**config.mk**
```make
export PLATFORM = sky130hd
export DESIGN_NAME = spq_cell
export DESIGN_NICKNAME = d
export VERILOG_FILES = /design/src/sv/spq_pkg.sv /design/src/sv/spq_cell.sv
export SDC_FILE = /design/constraint.sdc
export NUM_CORES = 1
export LEC_CHECK = 0
export BUFFER_PORTS_ARGS = -buffer_cell sky130_fd_sc_hd__buf_4
export CAP_MARGIN = 40
export CELL_PAD_IN_SITES_DETAIL_PLACEMENT = 1
export CELL_PAD_IN_SITES_GLOBAL_PLACEMENT = 1
export CORE_MARGIN = 5
export CORE_UTILIZATION = 32
export DETAILED_ROUTE_END_ITERATION = 7
export HOLD_SLACK_MARGIN = 0.15
export PLACE_DENSITY_LB_ADDON = 0.1
export SLEW_MARGIN = 15
export SYNTH_ARGS = -nofsm -noshare
export SYNTH_HDL_FRONTEND = slang
export SYNTH_SLANG_ARGS = --single-unit
```
**constraint.sdc**
```tcl
create_clock -name clk -period 5.05 [get_ports clk]
set_input_delay 1.01 -clock clk [delete_from_list [all_inputs] [get_ports clk]]
set_output_delay 1.01 -clock clk [all_outputs]
set_load 0.02 [all_outputs]
```
**src/sv/spq_pkg.sv**
```systemverilog
// Package for the sorted priority queue: transaction structs, opcodes, status codes.
// No dependencies.
package spq_pkg;

  localparam logic [1:0] KIND_INSERT = 2'd0;
  localparam logic [1:0] KIND_REMOVE = 2'd1;
  localparam logic [1:0] KIND_CLEAR  = 2'd2;
  localparam logic [1:0] KIND_RSVD   = 2'd3;

  localparam logic [1:0] ST_OK    = 2'd0;
  localparam logic [1:0] ST_EMPTY = 2'd1;
  localparam logic [1:0] ST_FULL  = 2'd2;

  typedef struct packed {
    logic [1:0]  kind;
    logic [15:0] key;
    logic [31:0] ident;
  } spq_in_t;

  typedef struct packed {
    logic [1:0]  status;
    logic [15:0] out_key;
    logic [31:0] out_ident;
    logic [6:0]  occupancy;
  } spq_out_t;

  // Per-cycle command broadcast to every cell.
  typedef struct packed {
    logic ins;
    logic rem;
  } spq_ctl_t;

endpackage

```
**src/sv/spq_cell.sv**
```systemverilog
// One slot of the sorted queue chain: holds a key and an identifier.
// Depends on spq_pkg.
module spq_cell import spq_pkg::*; #(
  parameter int KEY_BITS = 16
) (
  input  logic                clk,
  input  spq_ctl_t            ctl,
  input  logic                occ,
  input  logic [KEY_BITS-1:0] new_key,
  input  logic [31:0]         new_ident,
  input  logic                prev_stay,
  input  logic [KEY_BITS-1:0] prev_key,
  input  logic [31:0]         prev_ident,
  input  logic [KEY_BITS-1:0] next_key,
  input  logic [31:0]         next_ident,
  output logic                stay,
  output logic [KEY_BITS-1:0] key,
  output logic [31:0]         ident
);

  logic [KEY_BITS-1:0] key_r, key_nxt;
  logic [31:0]         ident_r, ident_nxt;

  // Entries at or above the new rank keep their place; equal ranks stay ahead.
  assign stay  = occ && (key_r >= new_key);
  assign key   = key_r;
  assign ident = ident_r;

  always_comb begin
    key_nxt   = key_r;
    ident_nxt = ident_r;
    if (ctl.ins && !stay) begin
      if (prev_stay) begin
        key_nxt   = new_key;
        ident_nxt = new_ident;
      end else begin
        key_nxt   = prev_key;
        ident_nxt = prev_ident;
      end
    end else if (ctl.rem) begin
      key_nxt   = next_key;
      ident_nxt = next_ident;
    end
  end

  always_ff @(posedge clk) begin
    key_r   <= key_nxt;
    ident_r <= ident_nxt;
  end

endmodule

```
==> results of run 1 <==
critical path: stages:
cell and delay, ps:
buf_4 80, inv_1 30, ha_1 300, nand4_1 130, or3_1 440, or4_4 530
a31oi_1 190, buf_4 180
layout by cell type, fill, tap and decap left out, types with 2 or more instances in the layout:
| cell type | n |
|---|---|
| nand2_1 | 4 |
| a21oi_1 | 4 |
| nand4_1 | 3 |
| clkbuf_8 | 5 |
| nor2_1 | 2 |
| mux2_2 | 87 |
| mux2_1 | 9 |
| buf_4 | 200 |
| ha_1 | 16 |
| edfxtp_1 | 48 |
| inv_1 | 17 |
| nor4_1 | 2 |
kinds of logic (layout without fill, tap and decap cells):
group           Yosys count  in the layout  synth area share (%)
fa+ha+maj                16             16                  6.60
simple gates             17             17                  3.09
flops                    48             48                  47.5
compound gates           11             11                  3.01
buf+inv                  27            224                  4.20
mux                      96             96                  35.6
power by group:
group	internal, uW	total [uW]	switching, uW	leakage, uW
logic	258	487	229	0.00159
registers	522	546	24.1	0.000488
clock network	94.6	221	126	0.0000410
sequential cells by signal, summed over array words and instances, names as in the netlist:
signal and cells:
ident 32, key 16
area by class of cell:
type,instances,area share (%)
multi-input cells,140,31.2
well taps,129,3.42
clock inverters,1,0.106
repair buffers,200,31.8
clock buffers,6,1.54
inverters,17,1.35
flip-flops and latches,48,30.6
worst paths after layout:
| kind | cells after the start | slack, ps | to | startpoint |
|---|---|---|---|---|
| worst max register to register | 8 | 1880 | key[14] | key[14] |
| worst max-delay path | 8 | 1150 | stay | new_key[15] |
| worst min register to register | 6 | 1480 | key[14] | key[4] |
| worst min-delay path | 2 | 1000 | key[6] | next_key[6] |
metal layers:
metal | GRT usage [%] | vias to the layer above
li1 | - | 1207
met1 | 16.5 | 1195
met2 | 29.9 | 98
met3 | 5.40 | 8
met4 | 3.88 | 0
met5 | 0 | -
Yosys cell counts:
master / n / area share, %
mux2_2: 87 / 32
edfxtp_1: 48 / 47
inv_1: 17 / 2.1
ha_1: 16 / 6.6
mux2_1: 9 / 3.3
clkbuf_1: 5 / 0.62
a21oi_1: 4 / 0.66
nand2_1: 4 / 0.49
buf_4: 3 / 0.74
nand4_1: 3 / 0.62
buf_6: 2 / 0.74
nand2b_1: 2 / 0.41
nor2_1: 2 / 0.25
nor4_1: 2 / 0.41
a2111oi_0: 1 / 0.29
a31o_2: 1 / 0.29
a31oi_1: 1 / 0.21
a32oi_4: 1 / 0.91
nand3_1: 1 / 0.16
nor3_1: 1 / 0.16
o211ai_1: 1 / 0.25
o21a_1: 1 / 0.25
o21ai_0: 1 / 0.16
or3_1: 1 / 0.21
or4_4: 1 / 0.37
through the flow:
step                power, uW  instance area [um^2]  worst slack, ps  util [%]  hold WS, ps
global route             1330                  4710             1060      51.0          983
CTS                      1280                  4710             1130      51.0          984
global placement         1040                  4640             1190      50.2         1300
floorplan                 820                  3040              776         -         1210
finish                   1250                  4710             1150      51.0          999
detailed placement       1050                  4640             1130      50.2         1310
==> impl_metrics.csv, run 1 <==
group,metric,value,unit
run_status,status,"finished, final reports clean",
cts,cts-htree-levels,2,
cts,cts_setup_buffers,0,
placed_design,dp_hpwl,7.80,mm
placed_design,io_buffers,197,
cells_and_area,fillers,1004,
global_routing,grt_pass1_wl,14.1,mm
yosys,synth_area,3040,um^2
cells_and_area,multi_input_area,1470,um^2
timing,slew_violations,0,
setup_path,critPathRequiredTime,4040,ps
setup_path,critical_path.max_fanout,3,
timing,slew_headroom,56.9,%
die,std_cell_rows,35,
run,max-cap-violations,0,
power,p_leak,0.00212,uW
timing,finalHoldViolCount,0,
routing,drtPass1Iterations,4,
cts,postCtsHoldBufs,0,
cts,cts_tree,"done",
yosys,syn_inst,215,
timing,fmax,256,MHz
die,ioPinCount,198,
global_routing,antenna_found_initial,0,
timing,rsz0062_at_grt,"no",
routing,drt_iter0_drc,64,
die,die_height,107,um
routing,vias_per_cell,4.64,
global_routing,grt_pass1_vias,2800,
yosys,synth.distinct_cells,25,
power,power.density,266,nW/um^2
timing,setup_violations,0,
die,start_util,32.9,%
routing,met1Wirelength,3.35,mm
cells_and_area,drive_gt1_share,72.1,%
timing,worst_pin_slew,646,ps
yosys,yosysWarnings,0,
routing,wl_per_cell,17.6,um
die,die-width,107,um
routing,wl_met3,780,um
cells_and_area,area_delta_synth_final,55.3,%
global_routing,grt_overflow_total,0,
yosys,syn_area_per_cell,14.1,um^2
routing,dr_wl_met2,5.25,mm
yosys,syn-num-nets,380,
min_path,hold_path_class,"in2reg",
cts,numCtsBuffers,5,
cells_and_area,regArea,1440,um^2
cts,clk_path_buf_depth,2,
timing,finalCriticalPeriod,3900,ps
setup_path,endpoint_kind,"output pin",
yosys,yosys_register_bits,48,
timing,setup_tns,0,ps
placed_design,routabilityCongestion,0.707,
power,ir_drop,125,uV
timing,post-route-period-util,77.3,%
routing,dr.max_layer_used,"met4",
timing,finalClockSkew,7.32,ps
routing,drc,0,
cells_and_area,layout.cells.non_filler,541,
setup_path,startpoint_type,"input port",
cells_and_area,diodes,0,
cells_and_area,final_nets,577,
routing,postRouteAntennaNets,0,
routing,routed_wl,9.51,mm
cts,clock-sinks,48,
cts,clkLatencyLatePin,300,ps
cts,cts_root_buffer,"clkbuf_8",
setup_path,path_class,"in2out",
die,core,9240,um^2
placed_design,dpl.cell_count,534,
routing,vias,2508,
global_routing,grt_max_degree,49,
yosys,seq_area_frac_synth,47.5,%
cts,clk_pin_slew,90,ps
die,die_area,11500,um^2
cts,cts-resized-gates,0,
global_routing,grt_use_total,15.8,%
setup_path,worstPathArrival,2890,ps
No activity file was read; power rests on OpenSTA's default activity.
==> inputs of run 2 (changes only) <==
- clock period: 5.05 -> 3.6 ns (I/O delays scaled with it)
==> run 2 against run 1 <==
Against the previous run:
- worst hold slack got worse by 300 ps
- cell count up 0.37%
- clock power rose by 53%
- final area is 0.98% higher
- sequential share of layout area down 0.30 points
- utilization rose by 0.50 points
- critical path type unchanged
- largest power group unchanged
==> impl_metrics.csv, run 2 (same netlist as run 1, synthesis figures left out) <==
group,metric,value,unit
cts,cts_setup_buffers,0,
placed_design,io_buffers,197,
cts,cts-htree-levels,2,
global_routing,grt_pass1_vias,2904,
power,p_leak,0.00215,uW
die,ioPinCount,198,
cells_and_area,layout_common_cells,"buf_4 (199), mux2_2 (87), edfxtp_1 (48), inv_1 (17), ha_1 (16)",
timing,finalHoldViolCount,0,
global_routing,grt_overflow_total,0,
cells_and_area,area_delta_synth_final,56.8,%
global_routing,grt_max_degree,49,
power,power.density,377,nW/um^2
setup_path,reg2regPathDepth,7,
cells_and_area,drive_gt1_share,72.5,%
setup_path,startpoint_type,"input port",
timing,worst_pin_slew,631,ps
routing,postRouteAntennaNets,0,
timing,finalCriticalPeriod,3310,ps
cells_and_area,final_nets,578,
cells_and_area,final_util,51.5,%
die,die_area,11500,um^2
cts,cts_root_buffer,"clkbuf_8",
min_path,hold_path_class,"in2reg",
die,die-width,107,um
min_path,hold_depth,2,
die,die_height,107,um
cts,clkLatencyLatePin,310,ps
placed_design,dp_hpwl,7.78,mm
global_routing,antenna_found_initial,0,
timing,fin_hold_ws,699,ps
timing,slew_headroom,58.0,%
placed_design,routabilityCongestion,0.701,
cts,cts-resized-gates,0,
routing,drc,0,
setup_path,critical_path.max_fanout,3,
cts,clk_pin_slew,90,ps
cts,clock-sinks,48,
timing,rsz0062_at_grt,"no",
power,ir_drop,167,uV
routing,drt_iter0_drc,44,
cells_and_area,diodes,0,
setup_path,endpoint_kind,"output pin",
timing,setup_violations,0,
global_routing,grt_pass1_wl,14.3,mm
die,std_cell_rows,35,
timing,setup_tns,0,ps
cts,postCtsHoldBufs,0,
routing,vias,2538,
setup_path,path_class,"in2out",
timing,post-route-period-util,92.0,%
routing,routed_wl,9.44,mm
cts,clk_path_buf_depth,2,
routing,vias_per_cell,4.67,
routing,wl_per_cell,17.4,um
cells_and_area,fillers,1016,
global_routing,grt_use_total,15.9,%
cts,cts_tree,"done",
cells_and_area,layout_commonest_cell,"buf_4",
die,core,9240,um^2
setup_path,worstPathArrival,2590,ps
die,start_util,32.9,%
cts,numCtsBuffers,5,
run,max-cap-violations,0,
timing,fmax,302,MHz
setup_path,critPathRequiredTime,2880,ps
routing,drtPass1Iterations,4,
timing,finalClockSkew,8.06,ps
timing,slew_violations,0,
run_status,status,"finished, final reports clean",
cells_and_area,largest_register_ffs,32,
==> run 2: changes by cell type in the layout (fill, tap and decap cells not counted), sizes merged <==
cell    change
clkbuf      -1
inv         +1
clkinv      +1
buf         +1
==> run 2: path summary, 6_finish.rpt <==
| path | endpoint | start | slack (ps) |
|---|---|---|---|
| min reg2reg | key[12] | key[4] | 1420 |
| max reg2reg | ident[16] | key[15] | 610 |
| min | key[12] | next_key[12] | 700 |
| max | stay | new_key[15] | 290 |
==> run 2: per-layer routing <==
layer | vias to the layer above | wire (um) | track usage, %
li1 | 1213 | - | -
met1 | 1218 | 3210 | 15.6
met2 | 97 | 5320 | 31.6
met3 | 10 | 789 | 5.40
met4 | 0 | 128 | 3.79
met5 | - | 0 | 0
==> run 2: cell type report <==
cell class / instances / area (um^2) / area share, %
clock inverter: 3 / 22.5 / 0.473
inverter: 17 / 63.8 / 1.34
tap: 129 / 161 / 3.39
multi-input combinational: 140 / 1470 / 30.9
timing repair buffer: 201 / 1530 / 32.2
sequential: 48 / 1440 / 30.3
clock buffer: 5 / 68.8 / 1.45
==> run 2: worst max-delay path, cell delays in order <==
cell and delay [ps]:
buf_4 80, inv_1 30, ha_1 310, nand4_1 140, or3_1 440, or4_4 520
a31oi_1 160, buf_4 170
==> run 2: stage by stage <==
| step | cells | setup slack (ps) | power (uW) | instance area (um^2) |
|---|---|---|---|---|
| 6_report | 543 | 289 | 1790 | 4760 |
| 5_1_grt | 543 | 227 | 1900 | 4760 |
| 2_1_floorplan | 215 | 113 | 1150 | 3040 |
| 4_1_cts | 543 | 284 | 1830 | 4760 |
| 3_5_place_dp | 535 | 192 | 1480 | 4670 |
| 3_3_place_gp | 535 | 285 | 1470 | 4670 |
==> run 2: report_power, final <==
| part | internal (uW) | switching (uW) |
|---|---|---|
| sequential | 732 | 33.3 |
| combinational | 370 | 319 |
| clock | 140 | 200 |
| total | 1240 | 552 |
